File: config.mk
export PLATFORM = sky130hd
export DESIGN_NAME = framebuffer_image_blit_core
export DESIGN_NICKNAME = d
export VERILOG_FILES = /design/src/rtl/core/fib_pkg.sv /design/src/rtl/core/framebuffer_image_blit_core.sv /design/src/rtl/core/fib_cfg.sv /design/src/rtl/core/fib_front.sv /design/src/rtl/core/fib_queue.sv /design/src/rtl/core/fib_back.sv
export SDC_FILE = /design/constraint.sdc
export NUM_CORES = 1
export LEC_CHECK = 0
export BUFFER_PORTS_ARGS = -buffer_cell sky130_fd_sc_hd__buf_2
export CAP_MARGIN = 10
export CELL_PAD_IN_SITES_DETAIL_PLACEMENT = 0
export CELL_PAD_IN_SITES_GLOBAL_PLACEMENT = 1
export CORE_AREA = 8 8 202 223
export CTS_CLUSTER_DIAMETER = 200
export DETAILED_ROUTE_END_ITERATION = 6
export DIE_AREA = 0 0 210 231
export HOLD_SLACK_MARGIN = 0.08
export PLACE_DENSITY = 0.85
export RECOVER_POWER = 100
export SLEW_MARGIN = 20
export SYNTH_ARGS = -nofsm -noshare
export SYNTH_HDL_FRONTEND = slang
export SYNTH_SLANG_ARGS = --single-unit
File: constraint.sdc
create_clock -name clk -period 9.22 [get_ports clk]
set_input_delay 1.383 -clock clk [delete_from_list [all_inputs] [get_ports clk]]
set_output_delay 1.383 -clock clk [all_outputs]
set_load 0.05 [all_outputs]
File: src/rtl/core/fib_pkg.sv
// Shared types, constants and helper functions for the framebuffer image blit.
// Used by every module of the block; depends on nothing else.
package fib_pkg;

  // Largest rectangle side in pixels, and the counter width it needs.
  localparam int MAX_DIM = 1024;
  localparam int DIM_W   = $clog2(MAX_DIM);

  // Fixed field widths.
  localparam int ADDR_W = 32;
  localparam int LINE_W = 11;
  localparam int ORG_W  = 10;
  localparam int RECT_W = 11;
  localparam int MODE_W = 2;
  localparam int DATA_W = 24;
  localparam int SIZE_W = 2;
  localparam int BYTE_W = 8;
  localparam int PART_W = 16;
  localparam int PHASE_W = 2;

  // Pixel index inside the framebuffer: line * (origin_row + row) + origin_col + col.
  localparam int SPAN_W = (ORG_W > DIM_W) ? ORG_W : DIM_W;
  localparam int IDX_W  = LINE_W + SPAN_W + 1;

  // Configuration port.
  localparam int CFG_IDX_W  = 3;
  localparam int CFG_DATA_W = 32;

  localparam logic [CFG_IDX_W-1:0] REG_FRAME_BASE  = 3'd0;
  localparam logic [CFG_IDX_W-1:0] REG_LINE_PIXELS = 3'd1;
  localparam logic [CFG_IDX_W-1:0] REG_PIXEL_MODE  = 3'd2;
  localparam logic [CFG_IDX_W-1:0] REG_ORIGIN_COL  = 3'd3;
  localparam logic [CFG_IDX_W-1:0] REG_ORIGIN_ROW  = 3'd4;
  localparam logic [CFG_IDX_W-1:0] REG_RECT_WIDTH  = 3'd5;
  localparam logic [CFG_IDX_W-1:0] REG_RECT_HEIGHT = 3'd6;

  // Pixel modes.
  localparam logic [MODE_W-1:0] MODE_8BPP  = 2'd0;
  localparam logic [MODE_W-1:0] MODE_16BPP = 2'd1;
  localparam logic [MODE_W-1:0] MODE_24BPP = 2'd2;

  // Write sizes.
  localparam logic [SIZE_W-1:0] SIZE_BYTE = 2'd0;
  localparam logic [SIZE_W-1:0] SIZE_HALF = 2'd1;
  localparam logic [SIZE_W-1:0] SIZE_WORD = 2'd2;

  // Reset values of the registers.
  localparam logic [LINE_W-1:0] LINE_PIXELS_RST = 11'd480;
  localparam logic [MODE_W-1:0] PIXEL_MODE_RST  = MODE_16BPP;
  localparam logic [RECT_W-1:0] RECT_DIM_RST    = 11'd1;

  // Depth of the queue between the byte assembler and the address generator.
  localparam int QDEPTH = 2;
  localparam int QPTR_W = $clog2(QDEPTH);
  localparam int QCNT_W = $clog2(QDEPTH + 1);

  // One assembled pixel on its way to the address generator.
  typedef struct packed {
    logic [DATA_W-1:0] data;
    logic [SIZE_W-1:0] size;
  } pix_t;

  // Decoded configuration as the address generator sees it.
  typedef struct packed {
    logic [ADDR_W-1:0] frame_base;
    logic [LINE_W-1:0] line_pixels;
    logic [DIM_W-1:0]  w_last;
    logic [DIM_W-1:0]  h_last;
    logic [IDX_W-1:0]  origin_base;
  } cfg_t;

  // Restart control: restart on the write edge, reload of bases in the cycle after it.
  typedef struct packed {
    logic restart;
    logic reload;
  } ctl_t;

  // Mode three behaves as 24 bpp.
  function automatic logic [MODE_W-1:0] mode_eff(input logic [MODE_W-1:0] m);
    logic [MODE_W-1:0] r;
    r = (m >= MODE_24BPP) ? MODE_24BPP : m;
    return r;
  endfunction

  // Index of the last pixel along one side: zero acts as one, oversize as MAX_DIM.
  function automatic logic [DIM_W-1:0] dim_last(input logic [RECT_W-1:0] v);
    logic [DIM_W-1:0] r;
    if (v == '0) begin
      r = '0;
    end else if (32'(v) > MAX_DIM) begin
      r = DIM_W'(MAX_DIM - 1);
    end else begin
      r = DIM_W'(v - RECT_W'(1));
    end
    return r;
  endfunction

endpackage

File: src/rtl/core/framebuffer_image_blit_core.sv
// Framebuffer image blit, top level: configuration registers, byte assembler,
// pixel queue and address generator. Depends on fib_pkg and the fib_* modules.
//
// The block takes one picture byte per clock while in_stall is low and, for
// each finished 8, 16 or 24 bpp pixel, issues one framebuffer write with its
// byte address, data, size and a flag on the rectangle's final pixel.
// Sustained rate is one byte per cycle while the output is not stalled; the
// pixel enters the queue at the edge that accepts its last byte and moves on
// into the output register once that register is free. While the consumer
// stalls, the queue takes two more pixels behind the held write before
// in_stall rises. The rate is set by the address generator, which advances
// the pixel index by a single add per pixel. Any write to a known register
// restarts the blit at the rectangle's top-left corner; the next byte may be
// offered on the following cycle.
module framebuffer_image_blit_core (
  input  logic                           clk,
  input  logic                           rst_n,
  input  logic                           in_valid,
  output logic                           in_stall,
  input  logic [fib_pkg::BYTE_W-1:0]     in_picture_byte,
  output logic                           out_valid,
  input  logic                           out_stall,
  output logic [fib_pkg::ADDR_W-1:0]     out_write_address,
  output logic [fib_pkg::DATA_W-1:0]     out_write_data,
  output logic [fib_pkg::SIZE_W-1:0]     out_write_size,
  output logic                           out_last_pixel,
  input  logic                           cfg_we,
  input  logic [fib_pkg::CFG_IDX_W-1:0]  cfg_index,
  input  logic [fib_pkg::CFG_DATA_W-1:0] cfg_wdata
);

  logic [fib_pkg::MODE_W-1:0] pixel_mode;
  fib_pkg::cfg_t              cfg;
  fib_pkg::ctl_t              ctl;
  logic                       q_push;
  logic                       q_full;
  logic                       q_pop;
  logic                       q_not_empty;
  fib_pkg::pix_t              push_pix;
  fib_pkg::pix_t              pop_pix;

  // Configuration registers.
  fib_cfg u_cfg (
    .clk        (clk),
    .rst_n      (rst_n),
    .cfg_we     (cfg_we),
    .cfg_index  (cfg_index),
    .cfg_wdata  (cfg_wdata),
    .pixel_mode (pixel_mode),
    .cfg        (cfg),
    .ctl        (ctl)
  );

  // Byte assembly.
  fib_front u_front (
    .clk             (clk),
    .rst_n           (rst_n),
    .in_valid        (in_valid),
    .in_stall        (in_stall),
    .in_picture_byte (in_picture_byte),
    .pixel_mode      (pixel_mode),
    .restart         (ctl.restart),
    .q_full          (q_full),
    .q_push          (q_push),
    .q_pix           (push_pix)
  );

  // Pixel queue.
  fib_queue u_queue (
    .clk       (clk),
    .rst_n     (rst_n),
    .push      (q_push),
    .push_pix  (push_pix),
    .full      (q_full),
    .pop       (q_pop),
    .not_empty (q_not_empty),
    .pop_pix   (pop_pix)
  );

  // Address generation and output register.
  fib_back u_back (
    .clk               (clk),
    .rst_n             (rst_n),
    .cfg               (cfg),
    .ctl               (ctl),
    .q_not_empty       (q_not_empty),
    .q_pix             (pop_pix),
    .q_pop             (q_pop),
    .out_valid         (out_valid),
    .out_stall         (out_stall),
    .out_write_address (out_write_address),
    .out_write_data    (out_write_data),
    .out_write_size    (out_write_size),
    .out_last_pixel    (out_last_pixel)
  );

endmodule

File: src/rtl/core/fib_cfg.sv
// Configuration register file of the blit, with the rectangle's origin index.
// Depends on fib_pkg.
module fib_cfg (
  input  logic                           clk,
  input  logic                           rst_n,
  input  logic                           cfg_we,
  input  logic [fib_pkg::CFG_IDX_W-1:0]  cfg_index,
  input  logic [fib_pkg::CFG_DATA_W-1:0] cfg_wdata,
  output logic [fib_pkg::MODE_W-1:0]     pixel_mode,
  output fib_pkg::cfg_t                  cfg,
  output fib_pkg::ctl_t                  ctl
);

  logic [fib_pkg::ADDR_W-1:0] frame_base_r,  frame_base_nxt;
  logic [fib_pkg::LINE_W-1:0] line_pixels_r, line_pixels_nxt;
  logic [fib_pkg::MODE_W-1:0] pixel_mode_r,  pixel_mode_nxt;
  logic [fib_pkg::ORG_W-1:0]  origin_col_r,  origin_col_nxt;
  logic [fib_pkg::ORG_W-1:0]  origin_row_r,  origin_row_nxt;
  logic [fib_pkg::RECT_W-1:0] rect_width_r,  rect_width_nxt;
  logic [fib_pkg::RECT_W-1:0] rect_height_r, rect_height_nxt;
  logic [fib_pkg::IDX_W-1:0]  origin_base_r, origin_base_nxt;
  logic                       reload_r;
  logic                       hit;

  // Register decode; an unknown index is ignored and does not restart.
  always_comb begin
    frame_base_nxt  = frame_base_r;
    line_pixels_nxt = line_pixels_r;
    pixel_mode_nxt  = pixel_mode_r;
    origin_col_nxt  = origin_col_r;
    origin_row_nxt  = origin_row_r;
    rect_width_nxt  = rect_width_r;
    rect_height_nxt = rect_height_r;
    hit             = 1'b0;
    if (cfg_we) begin
      hit = 1'b1;
      unique case (cfg_index)
        fib_pkg::REG_FRAME_BASE:  frame_base_nxt  = cfg_wdata[fib_pkg::ADDR_W-1:0];
        fib_pkg::REG_LINE_PIXELS: line_pixels_nxt = cfg_wdata[fib_pkg::LINE_W-1:0];
        fib_pkg::REG_PIXEL_MODE:  pixel_mode_nxt  = cfg_wdata[fib_pkg::MODE_W-1:0];
        fib_pkg::REG_ORIGIN_COL:  origin_col_nxt  = cfg_wdata[fib_pkg::ORG_W-1:0];
        fib_pkg::REG_ORIGIN_ROW:  origin_row_nxt  = cfg_wdata[fib_pkg::ORG_W-1:0];
        fib_pkg::REG_RECT_WIDTH:  rect_width_nxt  = cfg_wdata[fib_pkg::RECT_W-1:0];
        fib_pkg::REG_RECT_HEIGHT: rect_height_nxt = cfg_wdata[fib_pkg::RECT_W-1:0];
        default:                  hit             = 1'b0;
      endcase
    end
  end

  // Pixel index of the rectangle's top-left corner, from the values after the write.
  assign origin_base_nxt = fib_pkg::IDX_W'(fib_pkg::IDX_W'(line_pixels_nxt) *
                                           fib_pkg::IDX_W'(origin_row_nxt)) +
                           fib_pkg::IDX_W'(origin_col_nxt);

  always_ff @(posedge clk) begin
    if (!rst_n) begin
      frame_base_r  <= '0;
      line_pixels_r <= fib_pkg::LINE_PIXELS_RST;
      pixel_mode_r  <= fib_pkg::PIXEL_MODE_RST;
      origin_col_r  <= '0;
      origin_row_r  <= '0;
      rect_width_r  <= fib_pkg::RECT_DIM_RST;
      rect_height_r <= fib_pkg::RECT_DIM_RST;
      origin_base_r <= '0;
      reload_r      <= 1'b0;
    end else begin
      frame_base_r  <= frame_base_nxt;
      line_pixels_r <= line_pixels_nxt;
      pixel_mode_r  <= pixel_mode_nxt;
      origin_col_r  <= origin_col_nxt;
      origin_row_r  <= origin_row_nxt;
      rect_width_r  <= rect_width_nxt;
      rect_height_r <= rect_height_nxt;
      origin_base_r <= origin_base_nxt;
      reload_r      <= hit;
    end
  end

  assign pixel_mode      = fib_pkg::mode_eff(pixel_mode_r);
  assign cfg.frame_base  = frame_base_r;
  assign cfg.line_pixels = line_pixels_r;
  assign cfg.w_last      = fib_pkg::dim_last(rect_width_r);
  assign cfg.h_last      = fib_pkg::dim_last(rect_height_r);
  assign cfg.origin_base = origin_base_r;
  assign ctl.restart     = hit;
  assign ctl.reload      = reload_r;

endmodule

File: src/rtl/core/fib_front.sv
// Front end of the blit: takes picture bytes and assembles them into pixels.
// Depends on fib_pkg; feeds fib_queue.
module fib_front (
  input  logic                       clk,
  input  logic                       rst_n,
  input  logic                       in_valid,
  output logic                       in_stall,
  input  logic [fib_pkg::BYTE_W-1:0] in_picture_byte,
  input  logic [fib_pkg::MODE_W-1:0] pixel_mode,
  input  logic                       restart,
  input  logic                       q_full,
  output logic                       q_push,
  output fib_pkg::pix_t              q_pix
);

  logic [fib_pkg::PHASE_W-1:0] phase_r,   phase_nxt;
  logic [fib_pkg::PART_W-1:0]  partial_r, partial_nxt;
  logic [fib_pkg::DATA_W-1:0]  acc;
  logic                        accept;

  assign in_stall = q_full;
  assign accept   = in_valid && !q_full;
  assign acc      = {partial_r, in_picture_byte};

  // Shift bytes in until the mode's pixel is complete, then hand it on.
  always_comb begin
    phase_nxt   = phase_r;
    partial_nxt = partial_r;
    q_push      = 1'b0;
    q_pix.data  = acc;
    q_pix.size  = fib_pkg::SIZE_WORD;
    unique case (pixel_mode)
      fib_pkg::MODE_8BPP: begin
        q_pix.data = fib_pkg::DATA_W'(in_picture_byte);
        q_pix.size = fib_pkg::SIZE_BYTE;
      end
      fib_pkg::MODE_16BPP: begin
        q_pix.data = fib_pkg::DATA_W'(acc[fib_pkg::PART_W-1:0]);
        q_pix.size = fib_pkg::SIZE_HALF;
      end
      default: begin
        q_pix.data = acc;
        q_pix.size = fib_pkg::SIZE_WORD;
      end
    endcase
    if (restart) begin
      phase_nxt   = '0;
      partial_nxt = '0;
    end else if (accept) begin
      if (fib_pkg::MODE_W'(phase_r) < pixel_mode) begin
        partial_nxt = acc[fib_pkg::PART_W-1:0];
        phase_nxt   = phase_r + fib_pkg::PHASE_W'(1);
      end else begin
        q_push      = 1'b1;
        phase_nxt   = '0;
        partial_nxt = '0;
      end
    end
  end

  always_ff @(posedge clk) begin
    if (!rst_n) begin
      phase_r   <= '0;
      partial_r <= '0;
    end else begin
      phase_r   <= phase_nxt;
      partial_r <= partial_nxt;
    end
  end

endmodule

File: src/rtl/core/fib_queue.sv
// Short queue of assembled pixels between the front end and the address generator.
// Depends on fib_pkg.
module fib_queue (
  input  logic          clk,
  input  logic          rst_n,
  input  logic          push,
  input  fib_pkg::pix_t push_pix,
  output logic          full,
  input  logic          pop,
  output logic          not_empty,
  output fib_pkg::pix_t pop_pix
);

  fib_pkg::pix_t               mem_r [fib_pkg::QDEPTH];
  logic [fib_pkg::QPTR_W-1:0]  wr_ptr_r, wr_ptr_nxt;
  logic [fib_pkg::QPTR_W-1:0]  rd_ptr_r, rd_ptr_nxt;
  logic [fib_pkg::QCNT_W-1:0]  cnt_r,    cnt_nxt;
  logic                        do_push;
  logic                        do_pop;

  assign full      = (cnt_r == fib_pkg::QCNT_W'(fib_pkg::QDEPTH));
  assign not_empty = (cnt_r != '0);
  assign do_push   = push && !full;
  assign do_pop    = pop && not_empty;
  assign pop_pix   = mem_r[rd_ptr_r];

  // Pointer and fill count update.
  always_comb begin
    wr_ptr_nxt = wr_ptr_r;
    rd_ptr_nxt = rd_ptr_r;
    cnt_nxt    = cnt_r;
    if (do_push) begin
      wr_ptr_nxt = (wr_ptr_r == fib_pkg::QPTR_W'(fib_pkg::QDEPTH - 1)) ? '0 :
                   wr_ptr_r + fib_pkg::QPTR_W'(1);
    end
    if (do_pop) begin
      rd_ptr_nxt = (rd_ptr_r == fib_pkg::QPTR_W'(fib_pkg::QDEPTH - 1)) ? '0 :
                   rd_ptr_r + fib_pkg::QPTR_W'(1);
    end
    if (do_push && !do_pop) begin
      cnt_nxt = cnt_r + fib_pkg::QCNT_W'(1);
    end else if (do_pop && !do_push) begin
      cnt_nxt = cnt_r - fib_pkg::QCNT_W'(1);
    end
  end

  always_ff @(posedge clk) begin
    if (!rst_n) begin
      wr_ptr_r <= '0;
      rd_ptr_r <= '0;
      cnt_r    <= '0;
    end else begin
      wr_ptr_r <= wr_ptr_nxt;
      rd_ptr_r <= rd_ptr_nxt;
      cnt_r    <= cnt_nxt;
    end
  end

  // Entry storage.
  always_ff @(posedge clk) begin
    if (do_push) begin
      mem_r[wr_ptr_r] <= push_pix;
    end
  end

endmodule

File: src/rtl/core/fib_back.sv
// Back end of the blit: walks the rectangle, forms write addresses and holds the
// output register. Depends on fib_pkg; fed by fib_queue.
module fib_back (
  input  logic                       clk,
  input  logic                       rst_n,
  input  fib_pkg::cfg_t              cfg,
  input  fib_pkg::ctl_t              ctl,
  input  logic                       q_not_empty,
  input  fib_pkg::pix_t              q_pix,
  output logic                       q_pop,
  output logic                       out_valid,
  input  logic                       out_stall,
  output logic [fib_pkg::ADDR_W-1:0] out_write_address,
  output logic [fib_pkg::DATA_W-1:0] out_write_data,
  output logic [fib_pkg::SIZE_W-1:0] out_write_size,
  output logic                       out_last_pixel
);

  logic [fib_pkg::DIM_W-1:0]  col_r,      col_nxt;
  logic [fib_pkg::DIM_W-1:0]  row_r,      row_nxt;
  logic [fib_pkg::IDX_W-1:0]  row_base_r, row_base_nxt;
  logic [fib_pkg::IDX_W-1:0]  cur_r,      cur_nxt;
  logic                       out_valid_r, out_valid_nxt;
  logic [fib_pkg::ADDR_W-1:0] addr_r;
  logic [fib_pkg::DATA_W-1:0] data_r;
  logic [fib_pkg::SIZE_W-1:0] size_r;
  logic                       last_r;
  logic [fib_pkg::ADDR_W-1:0] byte_off;
  logic [fib_pkg::ADDR_W-1:0] addr;
  logic [fib_pkg::IDX_W-1:0]  next_row_base;
  logic                       col_end;
  logic                       row_end;
  logic                       take;

  assign take  = q_not_empty && (!out_valid_r || !out_stall);
  assign q_pop = take;

  // Byte address: pixel index scaled by the stored pixel size, plus the frame base.
  always_comb begin
    unique case (q_pix.size)
      fib_pkg::SIZE_BYTE: byte_off = fib_pkg::ADDR_W'(cur_r);
      fib_pkg::SIZE_HALF: byte_off = fib_pkg::ADDR_W'(cur_r) << 1;
      default:            byte_off = fib_pkg::ADDR_W'(cur_r) << 2;
    endcase
  end
  assign addr = cfg.frame_base + byte_off;

  assign col_end       = (col_r == cfg.w_last);
  assign row_end       = (row_r == cfg.h_last);
  assign next_row_base = row_base_r + fib_pkg::IDX_W'(cfg.line_pixels);

  // Column and row walk; the pixel index moves by one column or one line.
  always_comb begin
    col_nxt      = col_r;
    row_nxt      = row_r;
    row_base_nxt = row_base_r;
    cur_nxt      = cur_r;
    if (ctl.restart || ctl.reload) begin
      col_nxt = '0;
      row_nxt = '0;
      if (ctl.reload) begin
        row_base_nxt = cfg.origin_base;
        cur_nxt      = cfg.origin_base;
      end
    end else if (take) begin
      if (col_end) begin
        col_nxt = '0;
        if (row_end) begin
          row_nxt      = '0;
          row_base_nxt = cfg.origin_base;
          cur_nxt      = cfg.origin_base;
        end else begin
          row_nxt      = row_r + fib_pkg::DIM_W'(1);
          row_base_nxt = next_row_base;
          cur_nxt      = next_row_base;
        end
      end else begin
        col_nxt = col_r + fib_pkg::DIM_W'(1);
        cur_nxt = cur_r + fib_pkg::IDX_W'(1);
      end
    end
  end

  // Output register holds a write until the consumer takes it.
  always_comb begin
    if (take) begin
      out_valid_nxt = 1'b1;
    end else if (!out_stall) begin
      out_valid_nxt = 1'b0;
    end else begin
      out_valid_nxt = out_valid_r;
    end
  end

  always_ff @(posedge clk) begin
    if (!rst_n) begin
      col_r       <= '0;
      row_r       <= '0;
      row_base_r  <= '0;
      cur_r       <= '0;
      out_valid_r <= 1'b0;
    end else begin
      col_r       <= col_nxt;
      row_r       <= row_nxt;
      row_base_r  <= row_base_nxt;
      cur_r       <= cur_nxt;
      out_valid_r <= out_valid_nxt;
    end
  end

  always_ff @(posedge clk) begin
    if (take) begin
      addr_r <= addr;
      data_r <= q_pix.data;
      size_r <= q_pix.size;
      last_r <= col_end && row_end;
    end
  end

  assign out_valid         = out_valid_r;
  assign out_write_address = addr_r;
  assign out_write_data    = data_r;
  assign out_write_size    = size_r;
  assign out_last_pixel    = last_r;

endmodule

Yosys cells after proc, flatten, opt, wreduce, memory -nomap -nowiden
Memory sizes are Yosys's and may differ from the RTL's. A register that Yosys moved wholly into a read port is not among the register bits.
Cells that the tools add are included.
{"block": "word_totals", "regBits": 256, "ramBits": 52, "input_bits": 48, "word_cells": 129, "mem_count": 1}
{"memory": "u_queue.mem_r", "depth": 2, "width": 26, "read_ports": 1, "rd_ports_with_merged_regs": 1, "wr": 1, "line_no": "fib_queue.sv:14", "source": "fib_pkg::pix_t mem_r [fib_pkg::QDEPTH];"}
{"block": "classes", "n_addsub": 13, "n_mul": 1, "magnitude_cmp": 4, "eq_ne": 13, "mux": 40, "bitwise_logic": 1, "n_reduce_logical": 33}
{"cell": "$mux 22", "count": 8}
{"cell": "$mux 10", "count": 10}
{"cell": "$pmux 26 s2", "count": 1}
{"cell": "$pmux 24 s2", "count": 1}
{"cell": "$add 32x32->32", "count": 1}
{"cell": "$add 21x10->22", "count": 1}
{"cell": "$add 22x1->22 const B", "count": 1}
{"cell": "$add 22x11->22", "count": 1}
{"cell": "$gt 11x11->1 const B", "count": 2}
{"cell": "$logic_not 11->1", "count": 2}
{"cell": "$mux 11", "count": 2}
{"cell": "$mul 11x10->21", "count": 1}
{"cell": "$add 10x1->10 const B", "count": 2}
{"cell": "$eq 10x10->1", "count": 2}
{"cell": "$sub 10x1->10 const B", "count": 2}
{"cell": "$mux 16", "count": 1}
{"cell": "$mux 1", "count": 13}
{"cell": "$reduce_and 2->1", "count": 6}
{"cell": "$eq 3x3->1 const B", "count": 3}
{"cell": "$mux 2", "count": 4}
{"cell": "$reduce_bool 2->1", "count": 4}
{"cell": "$logic_and 1x1->1", "count": 7}
{"cell": "$reduce_or 7->1", "count": 1}
{"cell": "$eq 3x2->1 const B", "count": 2}
{"cell": "other kinds (17)", "count": 27}

Depth between registers and ports, before layout
Gate-level depths: netlist of the first run.
{"block": "logic_depth", "word_depth": 11, "ltp_mapped": 26, "depth_no_buf": 24}

Hierarchy
A second synthesis of the first run with hierarchy kept.
{"block": "hier_totals", "cells_unflattened": 2061, "hier_area_um2": 19567.5}
{"mod": "fib_cfg", "instances": 1, "cells_each": 972, "area_per_inst_um2": 8570.7, "seq_area_each_um2": 2202.1}
{"mod": "fib_back", "instances": 1, "cells_each": 900, "area_per_inst_um2": 8034.0, "seq_area_each_um2": 3072.9}
{"mod": "fib_queue", "instances": 1, "cells_each": 106, "area_per_inst_um2": 2110.8, "seq_area_each_um2": 1661.6}
{"mod": "fib_front", "instances": 1, "cells_each": 83, "area_per_inst_um2": 852.1, "seq_area_each_um2": 360.3}

Least setup slack after synthesis of the first run
No wires, ideal clock.
{"block": "synth_timing", "path_type": "input to register", "start": "in cfg_index[2] (netlist bit)", "end": "reg u_cfg.origin_base_r[18] (netlist bit)", "setup_time_ps": 78, "arrival_ps": 7683, "t_required_ps": 9142, "setup_slack_ps": 1459, "path_stages": 21, "path_cell_list": "nand2_1 > nor3_1 > clkbuf_1 > mux2i_1 > nor2_1 > fa_1 > fa_1 > fa_1 > fa_1 > inv_1 > fa_1 > inv_1 > ha_1 > a21o_1 > a21o_1 > a21oi_1 > o21ai_0 > o41ai_1 > a21boi_0 > o21a_1 > nor3_1"}
{"block": "synth_between", "elab_chain_len": 5}
{"item": "start: declaration", "line_no": "framebuffer_image_blit_core.sv:28", "source": "input logic [fib_pkg::CFG_IDX_W-1:0] cfg_index,"}
{"item": "$eq 3x1->1 or $eq 3x3->1 (tied branches)", "line_no": "fib_cfg.sv:37", "source": "unique case (cfg_index)"}
{"item": "$mux 11 or $mux 10 (tied branches)", "line_no": "fib_cfg.sv:37"}
{"item": "$mux 11 or $mux 10 (tied branches)", "line_no": "fib_cfg.sv:35", "source": "if (cfg_we) begin"}
{"item": "$mul 11x10->21", "line_no": "fib_cfg.sv:51", "source": "assign origin_base_nxt = fib_pkg::IDX_W'(fib_pkg::IDX_W'(line_pixels_nxt) *"}
{"item": "$add 21x10->22 *", "line_no": "fib_cfg.sv:52", "source": "fib_pkg::IDX_W'(origin_row_nxt)) +"}
{"item": "end signal: assignment", "line_no": "fib_cfg.sv:74", "source": "origin_base_r <= origin_base_nxt;"}
{"item": "end: declaration", "line_no": "fib_cfg.sv:21", "source": "logic [fib_pkg::IDX_W-1:0] origin_base_r, origin_base_nxt;"}
Every way passes the cells marked *; elsewhere a longest branch is shown, timed or not.
A chain may end at the register's enable or synchronous reset.

Final worst setup path of the first run
Ends and elaborated chain as after synthesis.

==> flow_metrics.env, run 1 <==
export IMPL_status="finished, violations left"
export IMPL_violations="max-capacitance violations, max-slew violations"
export IMPL_period_minus_slack_ps=7900
export IMPL_power_density_nw_per_um2=211
export IMPL_seqPwrFrac_pct=39.1
export IMPL_die_x_um=210
export IMPL_place_congestion=0.886
export IMPL_rsz0062_at_grt="false"
export IMPL_synthTopCellsByArea="dfxtp_1 (20%), edfxtp_1 (17%), fa_1 (8.5%), ha_1 (6.7%), nand2_1 (5.1%)"
export IMPL_firstDrtPassIters=5
export IMPL_cp_end_kind="flip-flop"
export IMPL_fmax_mhz=127
export IMPL_finalInstanceArea_sq_um=21600
export IMPL_fp_row_count=78
export IMPL_placed_cell_area_sq_um=20600
export IMPL_io_pins=109
export IMPL_slowest_delay_ps=890
export IMPL_hold_class="flip-flop to flip-flop"
export IMPL_pwr_share_comb_pct=30.6
export IMPL_syn_cell_area_sq_um=19600
export IMPL_synthCells=2142
export IMPL_vias=15605
export IMPL_track_usage_pct=20.6
export IMPL_yosysSeqAreaShare_pct=37.2
export IMPL_syn_nets=2378
export IMPL_cts_sinks=309
export IMPL_drive_gt1_share_pct=8.51
export IMPL_min_from="u_front.partial_r[12]$_SDFFE_PP0P_"
export IMPL_grt_pass1_wl_um=81800
export IMPL_cts_inserted_buffers=35
export IMPL_worst_clock_skew_ps=26.1
export IMPL_finalCritPeriodShare_pct=85.6
export IMPL_finalNonFillerCells=2792
export IMPL_yosysTopAreaCellShare_pct=20.2
export IMPL_synth_largest_area_cell="dfxtp_1"
export IMPL_ys_ff_latch=309
export IMPL_insertedDiodeCount=0
export IMPL_grt_overflow=0
export IMPL_ir_worst_vdd_mv=0.136
export IMPL_cpLargestDelayFamily="adder cells"
export IMPL_power_frac_clock_pct=30.3
export IMPL_ant_nets=0
export IMPL_synth_most_common_cell="nand2_1"
export IMPL_switching_share_pct=38.1
export IMPL_p_int_mw=2.82
export IMPL_slew_headroom_pct=-137
export IMPL_insertion_delay_ps=550
export IMPL_cp_slowest_cell="mux2i_1"
export IMPL_path_max_fanout=11
export IMPL_routed_wl_um=50500
export IMPL_dp_hpwl_um=37100
export IMPL_io_buffer_count=108
export IMPL_finalMaxSlewViolations=287
export IMPL_final_util_pct=52.6
export IMPL_tritoncts="done"
export IMPL_cts_hold_buffers=0
export IMPL_coreArea_sq_um=41100
export IMPL_start_util_pct=47.7
export IMPL_cts_root_buffer="clkbuf_16"
export IMPL_dieHeight_um=231
export IMPL_path_common_cell="fa_1"
export IMPL_final_hold_viol_count=0
export IMPL_yosys_top_cells_count="nand2_1 (267), dfxtp_1 (198), nor2_1 (173), a21oi_1 (166), inv_1 (151)"
export IMPL_synth_async_sr_flop_share_pct=0
export IMPL_cp_data_required_time_ps=9590
export IMPL_grt_max_degree=69
export IMPL_cts_setup_buffers=0
export IMPL_yosysWarnings=0
export IMPL_ys_types=89
export IMPL_final_nets=2441
export IMPL_antenna_found_initial=1
export IMPL_drt_initial_drc_count=990
export IMPL_placed_cells=2728
export IMPL_synth_ff_type="dfxtp_1"
export IMPL_viasPerCell=5.59
export IMPL_maxCapViolations=7
export IMPL_finalSetupViolations=0
export IMPL_leakage_nw=8.60
export IMPL_setup_tns_ps=0
export IMPL_drc=0
export IMPL_area_delta_synth_final_pct=10.2
export IMPL_worst_pin_slew_ps=3560
export IMPL_dieArea_sq_um=48500
export IMPL_path_clk_slew_ps=60
export IMPL_cp_num_buf_inv=4
export IMPL_nFillCells=3878
export IMPL_grt_pass1_vias=15742
export IMPL_crit_path_start_kind="input port"
export IMPL_startpoint="cfg_index[2]"
export IMPL_cts_max_level=2
export IMPL_arrival_ps=8260
export IMPL_power_switching_mw=1.74
export IMPL_worstPathCellList="clkbuf_1 > nand2b_1 > nor2_1 > mux2i_1 > or2_2 > fa_1 > fa_1 > inv_1 > fa_1 > fa_1 > inv_1 > fa_1 > inv_1 > ha_1 > a21o_1 > a21o_1 > a21oi_1 > o21ai_0 > o41ai_1 > a21boi_0 > nor3_1 > nor3_1"
export IMPL_ctsLongestPathBuffers=3
export IMPL_routedWlPerCell_um=18.1
export IMPL_synth_edf_count=111
export IMPL_critPathKind="input port to flip-flop"
export IMPL_syn_area_per_cell_sq_um=9.15
export IMPL_cts_repair_resized=0
[layout make-up]
| cell class | count | area (sq um) | area share [%] |
|---|---|---|---|
| timing repair buffer | 133 | 606 | 2.80 |
| sequential | 309 | 7300 | 33.8 |
| clock inverter | 22 | 214 | 0.990 |
| inverter | 152 | 572 | 2.65 |
| clock buffer | 42 | 933 | 4.32 |
| tap | 560 | 701 | 3.24 |
| multi-input combinational | 1574 | 11300 | 52.2 |
[logic make-up (layout without fill, tap and decap cells)]
logic type,count (synthesis),count (layout),share of synthesized area (%)
flip-flops,309,309,37.2
XOR/XNOR,94,94,4.20
adder cells (fa/ha/maj),188,188,15.2
multiplexers,111,111,5.97
AO/OA/AOI/OAI,460,460,14.8
buffers and inverters,259,349,5.21
AND/OR/NAND/NOR,721,721,17.4
[routing by layer]
| layer | GRT usage [%] | up-vias | wire length, um |
|---|---|---|---|
| met5 | 0 | - | 0 |
| met4 | 7.76 | 0 | 1680 |
| met3 | 3.67 | 98 | 2980 |
| met2 | 35.6 | 455 | 24100 |
| met1 | 25.3 | 7440 | 21800 |
| li1 | - | 7612 | - |
[tightest hold or removal path, cell delays in order (launching register included)]
cell and delay, ps:
dfxtp_1 310, nand2_1 50, a21oi_1 50
[registers in the layout, summed over array words and instances, names as in the netlist, 2 cells and up, named ones only]
name,flops
u_cfg.origin_row_r,10
u_cfg.pixel_mode_r,2
u_back.row_r,10
u_back.out_write_address,32
u_front.phase_r,2
u_queue.mem_r,52
u_cfg.origin_col_r,10
u_queue.cnt_r,2
u_cfg.frame_base_r,32
u_front.partial_r,16
u_cfg.rect_width_r,11
u_back.row_base_r,22
u_cfg.line_pixels_r,11
u_cfg.rect_height_r,11
u_back.cur_r,22
u_back.out_write_size,2
u_back.out_write_data,24
u_cfg.origin_base_r,22
u_back.col_r,10
[power by group through the flow]
stage	Combinational [mW]	Sequential (mW)	Clock, mW
after global placement	1.42	1.79	0
after global routing	1.51	1.81	1.47
final	1.40	1.78	1.38
after floorplan	0.700	2.18	0
after CTS	1.45	1.76	1.42
after detailed placement	1.44	1.79	0
[final timing paths]
kind	to	slack, ps	depth (start not counted)
hold / removal	u_front.partial_r[12]$_SDFFE_PP0P_	450	2
setup / recovery	u_cfg.origin_base_r[18]$_SDFF_PN0_	1320	22
setup reg to reg	u_back.out_write_address[31]$_DFFE_PP_	2100	17
hold reg to reg	u_front.partial_r[12]$_SDFFE_PP0P_	450	2
[metrics by stage]
step           hold slack (ps)  setup WS (ps)  power (mW)
2_1_floorplan              427           1460        2.88
3_3_place_gp               436           1070        3.21
3_5_place_dp               439           1010        3.23
4_1_cts                    451           1540        4.63
5_1_grt                    471            779        4.79
6_report                   451           1320        4.56
[cells in the final DEF, fill, tap and decap left out, types with 22 or more instances in the layout]
master	netlist	final
mux2i_1	63	62
dfxtp_1	198	198
nand3_1	62	62
ha_1	105	105
nand2_1	267	267
mux2_2	46	45
a21o_1	23	23
xnor2_1	52	52
nor3_1	32	30
nor2_1	173	174
xor2_1	42	42
a211oi_1	22	22
clkbuf_16	0	36
clkbuf_1	86	85
inv_1	151	151
fa_1	83	83
buf_2	3	36
edfxtp_1	111	111
nor2b_1	22	22
nand2b_1	27	27
a21oi_1	166	166
o21ai_0	93	96
No activity file was read; power rests on OpenSTA's default activity.
==> run 2: changes to the inputs <==
--- a/config.mk
+++ b/config.mk
@@ -5,14 +5,14 @@
 export SDC_FILE = /design/constraint.sdc
 export NUM_CORES = 1
 export LEC_CHECK = 0
-export BUFFER_PORTS_ARGS = -buffer_cell sky130_fd_sc_hd__buf_2
 export CAP_MARGIN = 10
 export CELL_PAD_IN_SITES_DETAIL_PLACEMENT = 0
 export CELL_PAD_IN_SITES_GLOBAL_PLACEMENT = 1
-export CORE_AREA = 8 8 202 223
+export CORE_AREA = 8 8 198 219
 export CTS_CLUSTER_DIAMETER = 200
 export DETAILED_ROUTE_END_ITERATION = 6
-export DIE_AREA = 0 0 210 231
+export DIE_AREA = 0 0 206 227
+export DONT_BUFFER_PORTS = 1
 export HOLD_SLACK_MARGIN = 0.08
 export PLACE_DENSITY = 0.85
 export RECOVER_POWER = 100
==> run 2 against run 1 <==
The run still ends with max-capacitance violations, max-slew violations left. Die area is 3.6% lower. Hold slack better by 1.2 ps. Sequential power is 25% higher. Core utilization is 0.55 points higher. Clock power hardly changed. Fmax is 1.5% lower. Non-clock buffer count is 111 lower. First-iteration DRC count is 4.1% higher. Wire length is 1.3% lower.
==> flow_metrics.env, run 2 (same netlist as run 1, synthesis figures left out) <==
export IMPL_routed_wl_um=49900
export IMPL_drc=0
export IMPL_cts_sinks=309
export IMPL_io_pins=109
export IMPL_switching_share_pct=37.5
export IMPL_arrival_ps=8290
export IMPL_firstDrtPassIters=5
export IMPL_grt_pass1_wl_um=79800
export IMPL_worst_pin_slew_ps=3710
export IMPL_period_minus_slack_ps=8010
export IMPL_grt_pass1_vias=14967
export IMPL_power_frac_clock_pct=31.0
export IMPL_status="finished, violations left"
export IMPL_cp_end_kind="flip-flop"
export IMPL_maxCapViolations=6
export IMPL_setup_tns_ps=0
export IMPL_critPathKind="input port to flip-flop"
export IMPL_crit_path_start_kind="input port"
export IMPL_track_usage_pct=21.1
export IMPL_path_clk_slew_ps=60
export IMPL_die_x_um=206
export IMPL_final_nets=2329
export IMPL_cts_max_level=2
export IMPL_power_density_nw_per_um2=213
export IMPL_multi_input_area_sq_um=11300
export IMPL_final_util_pct=53.1
export IMPL_holdPathStages=2
export IMPL_cp_data_required_time_ps=9490
export IMPL_leakage_nw=8.33
export IMPL_cts_inserted_buffers=34
export IMPL_dieArea_sq_um=46800
export IMPL_routedWlPerCell_um=18.9
export IMPL_drt_initial_drc_count=1031
export IMPL_ir_worst_vdd_mv=0.226
export IMPL_path_max_fanout=12
export IMPL_final_common_cell="nand2_1"
export IMPL_start_util_pct=49.4
export IMPL_seqPwrFrac_pct=49.7
export IMPL_drive_gt1_share_pct=7.13
export IMPL_grt_overflow=0
export IMPL_finalMaxSlewViolations=258
export IMPL_seq_area_sq_um=7300
export IMPL_worstPathCellList="nand2_1 > nor3_1 > mux2i_1 > nor2_1 > fa_1 > fa_1 > fa_1 > fa_1 > inv_1 > fa_1 > inv_1 > ha_1 > a21o_1 > a21o_1 > a21oi_1 > o21ai_0 > o41ai_1 > a21boi_0 > nor3_1 > nor3_1"
export IMPL_insertedDiodeCount=0
export IMPL_fp_row_count=77
export IMPL_r2r_cells=17
export IMPL_cts_hold_buffers=0
export IMPL_regMostFlops="u_queue.mem_r"
export IMPL_viasPerCell=5.79
export IMPL_p_int_mw=2.81
export IMPL_io_buffer_count=0
export IMPL_ctsLongestPathBuffers=3
export IMPL_hold_class="flip-flop to flip-flop"
export IMPL_pwr_share_comb_pct=19.3
export IMPL_power_switching_mw=1.69
export IMPL_cts_setup_buffers=0
export IMPL_coreArea_sq_um=39700
export IMPL_insertion_delay_ps=530
export IMPL_place_congestion=0.904
export IMPL_ant_nets=0
export IMPL_final_hold_viol_count=0
export IMPL_finalSetupViolations=0
export IMPL_fmax_mhz=125
export IMPL_slew_headroom_pct=-147
export IMPL_largest_register_ffs=52
export IMPL_grt_max_degree=70
export IMPL_cp_slowest_cell="mux2i_1"
export IMPL_antenna_found_initial=0
export IMPL_worst_clock_skew_ps=15.9
export IMPL_path_common_cell="fa_1"
export IMPL_finalCritPeriodShare_pct=86.9
export IMPL_dp_hpwl_um=36900
export IMPL_slowest_delay_ps=910
export IMPL_cts_repair_resized=0
export IMPL_tritoncts="done"
export IMPL_cts_root_buffer="clkbuf_16"
export IMPL_final_cell_mix="nand2_1 (267), dfxtp_1 (198), nor2_1 (173), a21oi_1 (166), inv_1 (150)"
export IMPL_nFillCells=3615
export IMPL_dieHeight_um=227
export IMPL_rsz0062_at_grt="false"
export IMPL_vias=15227
export IMPL_violations="max-capacitance violations, max-slew violations"
export IMPL_area_delta_synth_final_pct=7.57
[run 2: final cells by class]
cell class | instances | share of cell area [%]
inverters | 152 | 2.71
flip-flops and latches | 309 | 34.6
multi-input cells | 1574 | 53.5
repair buffers | 22 | 0.641
clock inverters | 23 | 1.25
well taps | 513 | 3.04
clock buffers | 39 | 4.22
[run 2: stage by stage]
| stage | power, mW | setup WS (ps) | cell area, sq um | hold WS, ps | std cells |
|---|---|---|---|---|---|
| after floorplan | 2.88 | 1460 | 19600 | 427 | 2142 |
| after global placement | 3.09 | 1240 | 20000 | 439 | 2569 |
| after detailed placement | 3.12 | 1030 | 20000 | 444 | 2569 |
| after CTS | 4.53 | 1540 | 21200 | 452 | 2631 |
| after global routing | 4.71 | 715 | 21100 | 472 | 2632 |
| final | 4.50 | 1210 | 21100 | 452 | 2632 |
[run 2: final timing paths]
path                            slack, ps                                endpoint                                from
worst min register to register        450      u_front.partial_r[15]$_SDFFE_PP0P_  u_front.partial_r[15]$_SDFFE_PP0P_
worst max-delay path                 1210      u_cfg.origin_base_r[18]$_SDFF_PN0_                        cfg_index[2]
worst max register to register       2090  u_back.out_write_address[31]$_DFFE_PP_                           flip-flop
worst min-delay path                  450      u_front.partial_r[15]$_SDFFE_PP0P_  u_front.partial_r[15]$_SDFFE_PP0P_
[run 2: routing by layer]
metal / up-vias / GRT usage, % / share of wire, % / wire [um]
met5: - / 0 / 0 / 0
met4: 0 / 7.93 / 3.4 / 1680
met3: 91 / 4.17 / 6.3 / 3140
met2: 427 / 35.5 / 47 / 23400
met1: 7319 / 26.6 / 43 / 21600
li1: 7390 / - / - / -
[run 2: power by group through the flow]
| stage | registers (mW) | clock network [mW] | logic (mW) |
|---|---|---|---|
| 4_1_cts | 2.22 | 1.42 | 0.878 |
| 3_5_place_dp | 2.25 | 0 | 0.871 |
| 6_report | 2.23 | 1.39 | 0.869 |
| 3_3_place_gp | 2.24 | 0 | 0.854 |
| 2_1_floorplan | 2.18 | 0 | 0.700 |
| 5_1_grt | 2.26 | 1.49 | 0.969 |
[run 2: worst max-delay path, delay by kind of cell]
kind	cells	cell delay (ps)
compound gates	6	1550
fa+ha+maj	6	2980
buf+inv	2	100
mux	1	910
simple gates	5	1360
